`config.mk`:
```
export PLATFORM = sky130hd
export DESIGN_NAME = ising_spin_flip_unit
export DESIGN_NICKNAME = d
export VERILOG_FILES = /design/src/design/isfu_pkg.sv /design/src/design/isfu_ctrl.sv /design/src/design/isfu_datapath.sv /design/src/design/ising_spin_flip_unit.sv
export SDC_FILE = /design/constraint.sdc
export NUM_CORES = 1
export LEC_CHECK = 0
export BUFFER_PORTS_ARGS = -buffer_cell sky130_fd_sc_hd__buf_2
export CAP_MARGIN = 20
export CORE_ASPECT_RATIO = 1.4
export CORE_MARGIN = 2
export CORE_UTILIZATION = 35
export DETAILED_ROUTE_END_ITERATION = 7
export PLACE_DENSITY = 0.53
export SLEW_MARGIN = 20
export SYNTH_ARGS = -nofsm -noshare
export SYNTH_HDL_FRONTEND = slang
export SYNTH_HIERARCHICAL = 1
export SYNTH_SLANG_ARGS = --single-unit
```
`constraint.sdc`:
```
create_clock -name aclk -period 7.1 [get_ports aclk]
set_input_delay 1.42 -clock aclk [delete_from_list [all_inputs] [get_ports aclk]]
set_output_delay 1.42 -clock aclk [all_outputs]
set_load 0.02 [all_outputs]
```
`src/design/isfu_pkg.sv`:
```
// ----------------------------------------------------------------------------
// isfu_pkg: shared types and constants of the Ising spin-flip unit
// Widths of the fixed-point datapath, register indexes, controller states
// and the command and status bundles between controller and datapath.
// ----------------------------------------------------------------------------
package isfu_pkg;

    localparam int W_FIX  = 32;              // Q16.16 fields
    localparam int W_BETA = 31;              // inverse temperature register
    localparam int W_ACC  = 48;              // row accumulator
    localparam int W_EV   = 51;              // 2*(sum + tunnel) + field
    localparam int W_M    = 53;              // conditioned energy, multiplicand
    localparam int W_D    = 32;              // 2*beta, multiplier
    localparam int W_P    = W_M + W_D;       // product
    localparam int W_CNT  = $clog2(W_D);
    localparam int W_ADDR = 2;

    localparam logic [W_ADDR-1:0] REG_BETA  = 2'd0;
    localparam logic [W_ADDR-1:0] REG_JPERP = 2'd1;

    typedef enum logic [2:0] {
        ST_IDLE,
        ST_EVAL,
        ST_PREP,
        ST_MUL,
        ST_DONE
    } state_t;

    typedef struct packed {
        logic accept;        // a beat is taken on the input channel
        logic out_load_act;  // inactive row: pass spin through
        logic eval_en;       // form the energy
        logic prep_en;       // condition energy, start multiplier
        logic mul_step;      // one shift-add step
        logic out_load_mul;  // compare product and load result
    } cmd_t;

    typedef struct packed {
        logic mul_last;      // final multiplier step in progress
    } status_t;

endpackage

```
`src/design/isfu_ctrl.sv`:
```
// ----------------------------------------------------------------------------
// isfu_ctrl: controller of the Ising spin-flip unit
// Sequences accumulate, evaluate, multiply and compare, and owns the
// handshake flags of both channels.
// ----------------------------------------------------------------------------
module isfu_ctrl (
    input  logic             aclk,
    input  logic             aresetn,
    input  logic             s_valid,
    input  logic             s_row_last,
    input  logic             s_active,
    output logic             s_ready,
    output logic             m_valid,
    input  logic             m_ready,
    output isfu_pkg::cmd_t    cmd,
    input  isfu_pkg::status_t status
);

    isfu_pkg::state_t state_reg, state_next;
    logic out_valid_reg, out_valid_next;
    logic accept;

    assign s_ready = (state_reg == isfu_pkg::ST_IDLE) && (!out_valid_reg || m_ready);
    assign accept  = s_valid && s_ready;
    assign m_valid = out_valid_reg;

    always_comb begin
        state_next = state_reg;
        case (state_reg)
            isfu_pkg::ST_IDLE: begin
                if (accept && s_row_last && s_active) state_next = isfu_pkg::ST_EVAL;
            end
            isfu_pkg::ST_EVAL: state_next = isfu_pkg::ST_PREP;
            isfu_pkg::ST_PREP: state_next = isfu_pkg::ST_MUL;
            isfu_pkg::ST_MUL: begin
                if (status.mul_last) state_next = isfu_pkg::ST_DONE;
            end
            isfu_pkg::ST_DONE: state_next = isfu_pkg::ST_IDLE;
            default: state_next = isfu_pkg::ST_IDLE;
        endcase
    end

    always_comb begin
        cmd = '0;
        case (state_reg)
            isfu_pkg::ST_IDLE: begin
                cmd.accept       = accept;
                cmd.out_load_act = accept && s_row_last && !s_active;
            end
            isfu_pkg::ST_EVAL: cmd.eval_en      = 1'b1;
            isfu_pkg::ST_PREP: cmd.prep_en      = 1'b1;
            isfu_pkg::ST_MUL:  cmd.mul_step     = 1'b1;
            isfu_pkg::ST_DONE: cmd.out_load_mul = 1'b1;
            default: cmd = '0;
        endcase
    end

    always_comb begin
        out_valid_next = out_valid_reg;
        if (m_ready) out_valid_next = 1'b0;
        if (cmd.out_load_act || cmd.out_load_mul) out_valid_next = 1'b1;
    end

    always_ff @(posedge aclk) begin
        if (!aresetn) begin
            state_reg     <= isfu_pkg::ST_IDLE;
            out_valid_reg <= 1'b0;
        end else begin
            state_reg     <= state_next;
            out_valid_reg <= out_valid_next;
        end
    end

endmodule

```
`src/design/isfu_datapath.sv`:
```
// ----------------------------------------------------------------------------
// isfu_datapath: datapath of the Ising spin-flip unit
// Row accumulator, energy evaluation, shift-add multiplier and the final
// threshold compare, plus the two configuration registers.
// ----------------------------------------------------------------------------
module isfu_datapath #(
    parameter int TROTTER_COUNT = 4
) (
    input  logic                                aclk,
    input  logic                                aresetn,
    input  logic                                cfg_wr_en,
    input  logic [isfu_pkg::W_ADDR-1:0]         cfg_addr,
    input  logic [isfu_pkg::W_FIX-1:0]          cfg_wdata,
    input  logic                                s_neighbour_spin,
    input  logic signed [isfu_pkg::W_FIX-1:0]   s_coupling,
    input  logic                                s_row_last,
    input  logic                                s_target_spin,
    input  logic                                s_up_spin,
    input  logic                                s_down_spin,
    input  logic signed [isfu_pkg::W_FIX-1:0]   s_local_field,
    input  logic signed [isfu_pkg::W_FIX-1:0]   s_log_random,
    output logic                                m_new_spin,
    output logic                                m_flipped,
    input  isfu_pkg::cmd_t                      cmd,
    output isfu_pkg::status_t                   status
);

    localparam int TUN_W = isfu_pkg::W_FIX + $clog2(TROTTER_COUNT) + 1;
    localparam logic signed [isfu_pkg::W_ACC:0] ACC_MAX = (isfu_pkg::W_ACC+1)'((64'sd1 <<< (isfu_pkg::W_ACC-1)) - 64'sd1);
    localparam logic signed [isfu_pkg::W_ACC:0] ACC_MIN = -ACC_MAX - (isfu_pkg::W_ACC+1)'(1);

    logic [isfu_pkg::W_BETA-1:0]        beta_reg;
    logic signed [isfu_pkg::W_FIX-1:0]  jperp_reg;
    logic signed [isfu_pkg::W_ACC-1:0]  acc_reg, sum_reg;
    logic                               tspin_reg, up_reg, down_reg;
    logic signed [isfu_pkg::W_FIX-1:0]  field_reg, lrand_reg;
    logic signed [isfu_pkg::W_EV-1:0]   ev_reg;
    logic signed [isfu_pkg::W_M-1:0]    mcand_reg;
    logic [isfu_pkg::W_D-1:0]           mplier_reg;
    logic signed [isfu_pkg::W_P-1:0]    prod_reg;
    logic [isfu_pkg::W_CNT-1:0]         cnt_reg;
    logic                               new_spin_reg, flipped_reg;

    logic signed [isfu_pkg::W_ACC:0]    addend, sum_wide, sum_sat_w;
    logic signed [isfu_pkg::W_ACC-1:0]  sum_sat;
    logic signed [TUN_W-1:0]            jp_ext, tun;
    logic signed [isfu_pkg::W_EV-1:0]   tun_ev, base, ev_next;
    logic signed [isfu_pkg::W_M-1:0]    ev_m, mcand_next;
    logic                               thr_neg;
    logic [isfu_pkg::W_D-1:0]           d_next;
    logic signed [isfu_pkg::W_P-1:0]    prod_next, thr_p;
    logic                               flip;

    // Configuration registers.
    always_ff @(posedge aclk) begin
        if (!aresetn) begin
            beta_reg  <= isfu_pkg::W_BETA'(65536);
            jperp_reg <= '0;
        end else if (cfg_wr_en) begin
            case (cfg_addr)
                isfu_pkg::REG_BETA:  beta_reg  <= cfg_wdata[isfu_pkg::W_BETA-1:0];
                isfu_pkg::REG_JPERP: jperp_reg <= cfg_wdata;
                default: ;
            endcase
        end
    end

    // Saturating row accumulator.
    always_comb begin
        addend    = s_neighbour_spin ? (isfu_pkg::W_ACC+1)'(s_coupling)
                                     : -(isfu_pkg::W_ACC+1)'(s_coupling);
        sum_wide  = (isfu_pkg::W_ACC+1)'(acc_reg) + addend;
        sum_sat_w = sum_wide;
        if (sum_wide > ACC_MAX) sum_sat_w = ACC_MAX;
        if (sum_wide < ACC_MIN) sum_sat_w = ACC_MIN;
        sum_sat   = sum_sat_w[isfu_pkg::W_ACC-1:0];
    end

    always_ff @(posedge aclk) begin
        if (!aresetn) begin
            acc_reg <= '0;
        end else if (cmd.accept) begin
            acc_reg <= s_row_last ? '0 : sum_sat;
        end
    end

    always_ff @(posedge aclk) begin
        if (cmd.accept && s_row_last) begin
            sum_reg   <= sum_sat;
            tspin_reg <= s_target_spin;
            up_reg    <= s_up_spin;
            down_reg  <= s_down_spin;
            field_reg <= s_local_field;
            lrand_reg <= s_log_random;
        end
    end

    // Energy: 2*(sum +/- tunnel term) + field.
    always_comb begin
        jp_ext  = TUN_W'(jperp_reg);
        tun     = jp_ext * TUN_W'(TROTTER_COUNT);
        tun_ev  = isfu_pkg::W_EV'(tun);
        base    = isfu_pkg::W_EV'(sum_reg);
        if (up_reg == down_reg) base = up_reg ? base - tun_ev : base + tun_ev;
        ev_next = (base <<< 1) + isfu_pkg::W_EV'(field_reg);
    end

    // The test e > trunc(N/D) with D > 0 becomes e*D > N for N >= 0 and
    // (e-1)*D >= N for N < 0; the sign flip for a down target is folded in.
    always_comb begin
        thr_neg    = lrand_reg[isfu_pkg::W_FIX-1];
        ev_m       = isfu_pkg::W_M'(ev_reg);
        mcand_next = tspin_reg ? ev_m - isfu_pkg::W_M'(thr_neg)
                               : ~ev_m + isfu_pkg::W_M'(!thr_neg);
        d_next     = (beta_reg == '0) ? isfu_pkg::W_D'(2) : {beta_reg, 1'b0};
        prod_next  = (prod_reg <<< 1)
                   + (mplier_reg[isfu_pkg::W_D-1] ? isfu_pkg::W_P'(mcand_reg) : '0);
        thr_p      = {{(isfu_pkg::W_P-isfu_pkg::W_FIX-16){lrand_reg[isfu_pkg::W_FIX-1]}},
                      lrand_reg, 16'b0};
        flip       = thr_neg ? (prod_reg >= thr_p) : (prod_reg > thr_p);
    end

    always_ff @(posedge aclk) begin
        if (cmd.eval_en) ev_reg <= ev_next;
        if (cmd.prep_en) begin
            mcand_reg  <= mcand_next;
            mplier_reg <= d_next;
            prod_reg   <= '0;
            cnt_reg    <= '0;
        end else if (cmd.mul_step) begin
            mplier_reg <= mplier_reg << 1;
            prod_reg   <= prod_next;
            cnt_reg    <= cnt_reg + 1'b1;
        end
    end

    assign status.mul_last = (cnt_reg == '1);

    always_ff @(posedge aclk) begin
        if (cmd.out_load_act) begin
            new_spin_reg <= s_target_spin;
            flipped_reg  <= 1'b0;
        end else if (cmd.out_load_mul) begin
            new_spin_reg <= tspin_reg ^ flip;
            flipped_reg  <= flip;
        end
    end

    assign m_new_spin = new_spin_reg;
    assign m_flipped  = flipped_reg;

endmodule

```
`src/design/ising_spin_flip_unit.sv`:
```
// ----------------------------------------------------------------------------
// ising_spin_flip_unit: Metropolis spin-flip decision over a coupling row
// Accumulates signed couplings of one row and decides on the last beat
// whether the target spin flips.
// ----------------------------------------------------------------------------
// Usage:
// The input channel (s_*) takes one beat per coupling of a row. A beat
// without s_row_last is absorbed and gives no result. The beat
// with s_row_last also carries the target spin, the spins of the adjacent
// trotter slices, the local field, the log-random value and s_active, and
// gives exactly one result beat on the m_* channel.
// Coupling beats stream at one per cycle unless a stalled result holds s_ready
// low. An inactive last beat puts its result on the output in the next
// cycle. An active last beat forms the energy, conditions it, multiplies it
// bit-serially by twice beta in the datapath, and compares the product
// against the scaled log-random value. No input is taken until this
// decision is done.
// The result sits in an output register; the next row's beats are taken
// while it waits, unless the receiver stalls, in which case s_ready stays
// low until m_ready takes the result.
// Reset clears the accumulator, the output valid flag and sets beta to 1.0
// and the transverse coupling to 0. Configuration writes take effect at once
// and belong between rows while the unit is idle.
// ----------------------------------------------------------------------------
module ising_spin_flip_unit #(
    parameter int TROTTER_COUNT = 4
) (
    input  logic                                aclk,
    input  logic                                aresetn,
    input  logic                                cfg_wr_en,
    input  logic [isfu_pkg::W_ADDR-1:0]         cfg_addr,
    input  logic [isfu_pkg::W_FIX-1:0]          cfg_wdata,
    input  logic                                s_valid,
    output logic                                s_ready,
    input  logic                                s_neighbour_spin,
    input  logic signed [isfu_pkg::W_FIX-1:0]   s_coupling,
    input  logic                                s_row_last,
    input  logic                                s_active,
    input  logic                                s_target_spin,
    input  logic                                s_up_spin,
    input  logic                                s_down_spin,
    input  logic signed [isfu_pkg::W_FIX-1:0]   s_local_field,
    input  logic signed [isfu_pkg::W_FIX-1:0]   s_log_random,
    output logic                                m_valid,
    input  logic                                m_ready,
    output logic                                m_new_spin,
    output logic                                m_flipped
);

    // Commands go from the controller to the datapath; the datapath reports
    // back when the multiplier reaches its final step.
    isfu_pkg::cmd_t    cmd;
    isfu_pkg::status_t status;

    isfu_ctrl u_ctrl (
        .aclk       (aclk),
        .aresetn    (aresetn),
        .s_valid    (s_valid),
        .s_row_last (s_row_last),
        .s_active   (s_active),
        .s_ready    (s_ready),
        .m_valid    (m_valid),
        .m_ready    (m_ready),
        .cmd        (cmd),
        .status     (status)
    );

    isfu_datapath #(
        .TROTTER_COUNT (TROTTER_COUNT)
    ) u_datapath (
        .aclk             (aclk),
        .aresetn          (aresetn),
        .cfg_wr_en        (cfg_wr_en),
        .cfg_addr         (cfg_addr),
        .cfg_wdata        (cfg_wdata),
        .s_neighbour_spin (s_neighbour_spin),
        .s_coupling       (s_coupling),
        .s_row_last       (s_row_last),
        .s_target_spin    (s_target_spin),
        .s_up_spin        (s_up_spin),
        .s_down_spin      (s_down_spin),
        .s_local_field    (s_local_field),
        .s_log_random     (s_log_random),
        .m_new_spin       (m_new_spin),
        .m_flipped        (m_flipped),
        .cmd              (cmd),
        .status           (status)
    );

endmodule

```
==> results of run 1 <==
[final cells by class]
class                      instances  area [sq um]
fill                            9994         57900
multi-input combinational       3208         21400
sequential                       457         11700
tap                             1301          1630
clock buffer                      68          1560
timing repair buffer             244          1510
inverter                         132           495
clock inverter                    32           439
[worst register-to-register path: cells and delay by family (launching register included)]
family	cells	cell delay (ps)
flip-flops	1	360
AO/OA/AOI/OAI	17	3200
adder cells (fa/ha/maj)	2	790
AND/OR/NAND/NOR	8	1230
buffers and inverters	2	340
XOR/XNOR	2	490
[kinds of logic after synthesis]
kind of cell | Yosys count | synth area share (%)
flip-flops | 457 | 34.2
AO/OA/AOI/OAI | 1134 | 20.9
multiplexers | 100 | 3.08
adder cells (fa/ha/maj) | 336 | 12.2
buffers and inverters | 286 | 3.30
XOR/XNOR | 315 | 8.16
AND/OR/NAND/NOR | 1323 | 18.1
[layout by cell type, fill, tap and decap left out, types with 23 or more instances in the layout]
cell type / count
o21bai_1: 43
nor2_1: 367
a21boi_0: 73
buf_4: 97
nor3_1: 72
a21oi_1: 353
maj3_1: 27
nor4_1: 36
a21o_1: 140
o21a_1: 28
xnor2_1: 188
and2_1: 60
nand3_1: 66
ha_1: 304
buf_2: 144
nor2b_1: 29
dfxtp_1: 206
inv_1: 132
mux2i_1: 60
o21ai_0: 263
edfxtp_1: 251
a211oi_1: 24
nand4_1: 70
nand2_1: 465
o21ai_1: 36
o31ai_1: 23
clkbuf_16: 59
a31oi_1: 24
nand2b_1: 36
xor2_1: 121
mux2_2: 40
[report_power, final]
group	leakage [nW]	switching [mW]	internal [mW]
registers	3.98	0.161	3.10
logic	10.8	1.84	1.31
clock network	0.967	1.18	1.92
[path summary, 6_finish.rpt]
kind	endpoint	slack, ps	cells after the start	start
hold / removal	u_datapath/ev_reg[0]	430	0	u_datapath/field_reg[0]
setup reg to reg	u_datapath/ev_reg[50]	440	31	u_datapath/jperp_reg[2]
setup / recovery	u_datapath/ev_reg[50]	440	31	u_datapath/jperp_reg[2]
hold reg to reg	u_datapath/ev_reg[0]	430	0	u_datapath/field_reg[0]
[routing by layer]
metal	vias up	wire length [microns]	GRT usage [%]
met5	-	7	0
met4	2	6340	11.2
met3	194	2200	1.77
met2	441	55000	39.3
met1	13300	39300	21.0
li1	14600	-	-
[per-stage QoR]
step | TNS [ps] | cell area [sq um] | std cells
final | 0 | 38700 | 5442
after global routing | -2.14 | 38700 | 5442
after CTS | 0 | 38600 | 5442
after detailed placement | 0 | 36600 | 5342
after global placement | 0 | 36600 | 5342
after floorplan | 0 | 34100 | 3951
==> metrics.cfg, run 1 <==
[run_status]
status=complete, no violations

[cells_and_area]
final_nets=4546
largest_register_ffs=85
drive_gt1_share_pct=10.9
syn_to_final_growth_pct=13.5
diodes=0
post-route-util_pct=40.0

[power]
p_total_mw=9.52
vdd_drop_max_v=0.000189
power.leakage_nw=15.7
power_density_nw_per_um2=246

[setup_path]
worstPathMaxFanout=7
slowest_delay_ps=570
cpMaxStageDelayCell=or4_1
startpoint_type=flop
crit_arrival_ps=7030
crit_buf_inv=2
critPathMostFrequentCell=o21ai_0
path_class=reg -> reg
path_delay_family=compound AO/OA/AOI/OAI gates
cp.required_ps=7480
worst_setup_path_end_kind=flop

[floorplanning]
dieArea_sq_um=99900
die_h_microns=373
coreArea_sq_um=96600
fp.dieW_microns=268
start_util_pct=35.3
pin_count=145
rows=135

[timing]
hold_ws_ps=427
hold_viol_final=0
finalSetupViolations=0
fmaxAchievable_mhz=150
setup_slack_ps=444
relSlewSlack_pct=35.7
finClkSkew_ps=27.9
fin_crit_ps=6660
slew_violations=0
worst_pin_slew_ps=940
fin_crit_sh_pct=93.7
rsz0062_at_grt=yes

[synthesis]
synth_seq_area_share_pct=34.2
yosysWarnings=6
yosysTopAreaCellShare_pct=22.1
ys_seq_elements=457
synth_top_area_cell=edfxtp_1
ys_top_cells_by_count=465 x nand2_1, 368 x nor2_1, 353 x a21oi_1
syn_area_per_cell_sq_um=8.62
synthTopCellsByArea=edfxtp_1 22%, dfxtp_1 12%, ha_1 11%, a21oi_1 5.2%, nand2_1 5.1%
ys_types=101
synth_fp_nets=4401
yosysMostFrequentCell=nand2_1
synth-edff-count=251
synthCells=3951
async_reset_ff_share_pct=0
syn_area_sq_um=34100
synth_flop_cell=edfxtp_1

[routing]
drc=0
ant_nets=0
viasPerCell=5.25
via_count=28600
first_pass_iters=5
post_drt_wl_per_cell_microns=18.9
drt_iter0_drc=1245
drt-total-wl_microns=103000

[clock_tree]
h-tree-depth=2
root_buffer=clkbuf_16
numCtsBuffers=53
cts-resized-gates=0
clock_sinks=457
cts_max_path_buffers=3
cts_setup_buffers=0
path_clk_slew_ps=60
clkLatencyLatePin_ps=630
cts_hold_buf=0
cts_tree=yes

[job]
maxCapViolations=0

[place]
dp_hpwl_microns=82300
port_buffers=144
place_congestion=0.925
dp_slack_ps=276

[global_routing]
grt_pass1_vias=28800
antenna_found_initial=2
grt_max_degree=151
gr-total-overflow=0
grt_pass1_wl_microns=159000
grt_use_total_pct=20.3

[worst_hold_path]
hp-class=reg -> reg

No activity file was read; power rests on OpenSTA's default activity.
==> run 2, diff against run 1 <==
--- a/config.mk
+++ b/config.mk
@@ -9,9 +9,10 @@
 export CAP_MARGIN = 20
 export CORE_ASPECT_RATIO = 1.4
 export CORE_MARGIN = 2
-export CORE_UTILIZATION = 35
+export CORE_UTILIZATION = 55
 export DETAILED_ROUTE_END_ITERATION = 7
-export PLACE_DENSITY = 0.53
+export PLACE_DENSITY = 0.75
+export SKIP_LAST_GASP = 1
 export SLEW_MARGIN = 20
 export SYNTH_ARGS = -nofsm -noshare
 export SYNTH_HDL_FRONTEND = slang
==> run 2 against run 1 <==
Cell count shrank 9.5%. Global-route usage increased by 8.2 points. Register-to-register slack better by 20 ps. Largest power group unchanged. Largest cell class unchanged. Wire length is 9.8% lower. Clock-buffer cell count decreased by 10. Via count increased by 1.5%. First-iteration DRC count grew 25%. Non-clock buffer count down 33. Worst hold slack gained 5.3 ps. Flip-flop and latch count unchanged. Combinational power decreased by 3%. Design area decreased by 3.0%.
==> metrics.cfg, run 2 (same netlist as run 1, synthesis figures left out) <==
[routing]
viasPerCell=5.89  ; +12%
drc=0  ; unchanged
drt_iter0_drc=1553  ; +25%
first_pass_iters=6  ; +1
drt-total-wl_microns=92800  ; -9.8%
post_drt_wl_per_cell_microns=18.8  ; -0.37%
via_count=29000  ; +1.5%
ant_nets=0  ; unchanged

[setup_path]
crit_arrival_ps=6980  ; -50 ps
worst_setup_path_end_kind=flop
critPathMostFrequentCell=xnor2_1
cp.required_ps=7440  ; -40 ps
timing.rr.end=u_datapath/ev_reg[49]
reg2reg_slack_ps=460  ; +20 ps
cpMaxStageDelayCell=or4_1
startpoint_type=flop
worstPathMaxFanout=7  ; unchanged
rr_startpoint=u_datapath/jperp_reg[3]
slowest_delay_ps=530  ; -40 ps
rr_worst_depth=29  ; -6.5%
crit_start=u_datapath/jperp_reg[3]
path_class=reg -> reg

[cells_and_area]
final_nets=4509  ; -0.81%
diodes=0  ; unchanged
drive_gt1_share_pct=9.85  ; -1.1 points
multi_input_area_sq_um=21300  ; -0.21%
layout_common_cells=465 x nand2_1, 367 x nor2_1, 353 x a21oi_1
fin_area_sq_um=37500  ; -3.0%
fillers=5549  ; -44%
largest_register_ffs=85  ; unchanged
syn_to_final_growth_pct=10.1
seqCellArea_sq_um=11700  ; unchanged
final_common_cell=nand2_1

[worst_hold_path]
hp-class=reg -> reg
hold_path_end=u_datapath/ev_reg[0]
whs_path_depth=0  ; unchanged
hp-start=u_datapath/field_reg[0]

[timing]
fin_crit_ps=6640  ; -18.1 ps
fin_setup_tns_ps=0  ; unchanged
worst_pin_slew_ps=1080  ; +143 ps
finalSetupViolations=0  ; unchanged
fin_crit_sh_pct=93.5  ; -0.26 points
relSlewSlack_pct=27.6  ; -8.1 points
fmaxAchievable_mhz=151  ; +0.27%
finClkSkew_ps=40.0  ; +12.1 ps
hold_ws_ps=432  ; +5.30 ps
rsz0062_at_grt=no
slew_violations=0  ; unchanged
hold_viol_final=0  ; unchanged

[global_routing]
antenna_found_initial=0  ; -2
gr-total-overflow=0  ; unchanged
grt_pass1_vias=28800  ; -0.10%
grt_pass1_wl_microns=148000  ; -7.4%
grt_max_degree=78  ; -48%
grt_use_total_pct=28.4  ; +8.2 points

[floorplanning]
coreArea_sq_um=61600  ; -36%
fp.dieW_microns=214  ; -20%
rows=108  ; -20%
die_h_microns=299  ; -20%
dieArea_sq_um=64000  ; -36%
start_util_pct=55.3  ; +20 points
pin_count=145  ; unchanged

[clock_tree]
root_buffer=clkbuf_16
clkLatencyLatePin_ps=620  ; about the same
clock_sinks=457  ; unchanged
cts_setup_buffers=0  ; unchanged
path_clk_slew_ps=60  ; about the same
numCtsBuffers=49  ; -7.5%
h-tree-depth=2  ; unchanged
cts_max_path_buffers=3  ; unchanged
cts_tree=yes

[place]
dp_hpwl_microns=72500  ; -12%
placed_cell_area_sq_um=35800  ; -2.4%
place_congestion=1.06  ; +14%
port_buffers=144  ; unchanged

[job]
maxCapViolations=0  ; unchanged

[power]
power.leakage_nw=15.4  ; -2.0%
p_total_mw=9.06  ; -4.8%
vdd_drop_max_v=0.000191  ; +0.95%
power_density_nw_per_um2=242  ; -1.8%

[run_status]
status=complete, no violations

[run 2: cell count changes in the layout (fill, tap and decap cells not counted), moves of 2 or more]
cell,delta
o21ai_0,-3
clkinv_8,+2
clkbuf_16,-9
inv_6,+3
buf_4,-32
bufinv_16,-3
clkbuf_8,-2
o21ai_1,+3
xnor2_1,+2
[run 2: power breakdown]
part	internal [mW]	switching, mW
clock	1.59	1.14
sequential	3.10	0.157
combinational	1.26	1.80
total	5.96	3.10
[run 2: worst max-delay path by stage]
stage	endpoint	slack, ps
floorplan	u_datapath/ev_reg[49]	870
finish	u_datapath/ev_reg[49]	460
global route	u_datapath/ev_reg[49]	10
detailed placement	u_datapath/acc_reg[11]	240
global placement	u_datapath/ev_reg[49]	370
CTS	u_datapath/ev_reg[49]	320
[run 2: metal layers]
layer	up-vias	track usage, %	part of all wire (%)
met2	721	53.4	51
met4	0	18.0	7.0
li1	14500	-	-
met1	13500	30.4	38
met3	251	2.79	3.5
met5	-	0	0
[run 2: area by class of cell]
type                            count  area share (%)
Clock inverter                     34            1.09
Timing Repair Buffer              211            3.33
Clock buffer                       58            3.50
Sequential cell                   457            31.1
Multi-Input combinational cell   3208            56.9
Tap cell                          825            2.75
Inverter                          132            1.32
[run 2: stage by stage]
| step | std cells | setup slack [ps] | utilization (%) |
|---|---|---|---|
| global route | 4925 | 14.7 | 60.9 |
| global placement | 4833 | 369 | 58.1 |
| finish | 4925 | 462 | 60.9 |
| detailed placement | 4833 | 245 | 58.1 |
| CTS | 4925 | 320 | 60.8 |
| floorplan | 3951 | 875 | - |
[run 2: repair_timing]
action | in CTS | in global routing
endpoints found under the setup margin | 0 | 7
gates resized for setup | 0 | 7
hold buffers | 0 | 0
[run 2: worst max-delay path, delay by kind of cell, from the launching register on]
kind                     cells  cell delay, ps
XOR/XNOR                     3             340
adder cells (fa/ha/maj)      2             820
AO/OA/AOI/OAI               13            2630
AND/OR/NAND/NOR              9            1910
buffers and inverters        2             350
flip-flops                   1             340
==> run 3, diff against run 2 <==
--- a/config.mk
+++ b/config.mk
@@ -11,7 +11,7 @@
 export CORE_MARGIN = 2
 export CORE_UTILIZATION = 55
 export DETAILED_ROUTE_END_ITERATION = 7
-export PLACE_DENSITY = 0.75
+export PLACE_DENSITY = 0.72
 export SKIP_LAST_GASP = 1
 export SLEW_MARGIN = 20
 export SYNTH_ARGS = -nofsm -noshare
==> run 3 against run 2 <==
Die area is the same. Global-route usage about the same. Flip-flop and latch count unchanged. Total power grew 0.20%. Worst setup slack improved by 110 ps. Clock-buffer cell count grew 2. Via count is 0.91% lower. Sequential power about the same. Design area rose by 0.19%. Clock power hardly changed. Utilization rose by 0.11 points. Critical path type unchanged.
==> metrics.cfg, run 3 (same netlist as run 1, synthesis figures left out) <==
[run_status]
status=complete, no violations

[floorplanning]
dieArea_sq_um=64000  ; unchanged
start_util_pct=55.3  ; unchanged
coreArea_sq_um=61600  ; unchanged
rows=108  ; unchanged
die_h_microns=299  ; unchanged
fp.dieW_microns=214  ; unchanged
pin_count=145  ; unchanged

[power]
power.leakage_nw=15.4  ; about the same
power_density_nw_per_um2=242  ; about the same
vdd_drop_max_v=0.000209  ; +9.9%

[clock_tree]
clkLatencyLatePin_ps=610  ; about the same
cts_hold_buf=0  ; unchanged
h-tree-depth=2  ; unchanged
cts_tree=yes
root_buffer=clkbuf_16
path_clk_slew_ps=60  ; about the same
cts_max_path_buffers=3  ; unchanged
clock_sinks=457  ; unchanged
numCtsBuffers=48  ; -2.0%

[timing]
fin_crit_sh_pct=92.0  ; -1.5 points
fin_crit_ps=6530  ; -109 ps
fmaxAchievable_mhz=153  ; +1.7%
relSlewSlack_pct=30.8  ; +3.2 points
finalSetupViolations=0  ; unchanged
rsz0062_at_grt=no
finClkSkew_ps=23.5  ; -16.6 ps
worst_pin_slew_ps=1040  ; -47.8 ps
hold_viol_final=0  ; unchanged
slew_violations=0  ; unchanged
fin_setup_tns_ps=0  ; unchanged

[routing]
post_drt_wl_per_cell_microns=18.9  ; +0.16%
drc=0  ; unchanged
via_count=28800  ; -0.91%
drt_iter0_drc=1491  ; -4.0%
ant_nets=0  ; unchanged
drt-total-wl_microns=92900  ; about the same
first_pass_iters=5  ; -1
viasPerCell=5.84  ; -0.83%

[setup_path]
timing.rr.end=u_datapath/ev_reg[50]
rr_worst_depth=32  ; +10%
worstPathMaxFanout=6  ; -1
slowest_delay_ps=540  ; about the same
cp.required_ps=7550  ; +110 ps
reg2reg_slack_ps=570  ; +110 ps
crit_arrival_ps=6980  ; about the same
cpMaxStageDelayCell=or4_1
startpoint_type=flop
cp_num_cells=32  ; +10%
rr_startpoint=u_datapath/jperp_reg[3]
path_delay_family=compound AO/OA/AOI/OAI gates
path_class=reg -> reg
worst_setup_path_end_kind=flop
crit_start=u_datapath/jperp_reg[3]
crit_buf_inv=5  ; +3

[global_routing]
antenna_found_initial=0  ; unchanged
grt_use_met2_pct=54.1  ; +0.70 points
grtUsageMet3_pct=2.72  ; -0.071 points
grt_pass1_wl_microns=147000  ; -0.52%
grt-busiest-layer=met2
grt_max_degree=77  ; -1.3%
gr-total-overflow=0  ; unchanged
grt_use_met1_pct=30.3  ; -0.15 points
grt_pass1_vias=28400  ; -1.3%
grt_use_total_pct=28.4  ; about the same

[worst_hold_path]
hold_path_end=u_datapath/ev_reg[0]
whs_path_depth=0  ; unchanged
hp-start=u_datapath/field_reg[0]
hp-class=reg -> reg

[cells_and_area]
final_nets=4506  ; -0.067%
final_common_cell=nand2_1
multi_input_area_sq_um=21400  ; +0.32%
fillers=5616  ; +1.2%
seqCellArea_sq_um=11700  ; unchanged
syn_to_final_growth_pct=10.3
post-route-util_pct=61.0  ; +0.11 points
diodes=0  ; unchanged
drive_gt1_share_pct=9.91  ; +0.058 points
largest_register_ffs=85  ; unchanged
layout_common_cells=465 x nand2_1, 366 x nor2_1, 351 x a21oi_1

[place]
port_buffers=144  ; unchanged
dp_hpwl_microns=73500  ; +1.4%
place_congestion=1.01  ; -4.1%

[job]
maxCapViolations=0  ; unchanged

==> run 3: cell types whose count changed in the layout (fill, tap and decap cells not counted), moves of 3 or more <==
cell	change
clkinv_4	+3
inv_6	-3
clkbuf_1	+3
clkinvlp_4	-3
==> run 3: through the flow <==
step | power, mW | cell area [sq um] | hold WS (ps) | instances | setup WS [ps]
floorplan | 5.58 | 34100 | 400 | 3951 | 875
detailed placement | 6.34 | 35800 | 435 | 4831 | 456
CTS | 9.10 | 37500 | 453 | 4921 | 420
global route | 9.60 | 37600 | 449 | 4921 | 7.04
finish | 9.08 | 37600 | 437 | 4921 | 571
global placement | 6.31 | 35800 | 438 | 4831 | 483
==> run 3: power breakdown <==
| group | internal, mW | switching, mW |
|---|---|---|
| Sequential | 3.10 | 0.154 |
| Combinational | 1.27 | 1.81 |
| Clock | 1.62 | 1.12 |
| Total | 6.00 | 3.08 |
==> run 3: how the worst max path moves through the flow <==
stage,endpoint
floorplan,u_datapath/ev_reg[49]
global placement,u_datapath/ev_reg[49]
detailed placement,u_datapath/ev_reg[49]
CTS,u_datapath/ev_reg[49]
global route,u_datapath/ev_reg[48]
finish,u_datapath/ev_reg[50]
==> run 3: area by class of cell <==
| cell class | count | area share [%] |
|---|---|---|
| Multi-Input combinational cell | 3208 | 57.0 |
| Sequential cell | 457 | 31.0 |
| Clock buffer | 60 | 3.48 |
| Timing Repair Buffer | 209 | 3.28 |
| Tap cell | 825 | 2.75 |
| Inverter | 132 | 1.32 |
| Clock inverter | 30 | 1.15 |
==> run 3: what timing repair did <==
action | CTS | global route
gates resized for setup | 0 | 12
setup buffers | 0 | 0
endpoints found under the setup margin | 0 | 8
endpoints found under the hold margin | 0 | 0
==> run 3: layer usage <==
layer / part of all wire [%] / up-vias / wire length [microns]
li1: - / 14500 / -
met1: 38 / 13400 / 35400
met2: 52 / 636 / 48300
met3: 3.3 / 204 / 3040
met4: 6.5 / 0 / 6040
met5: 0 / - / 0
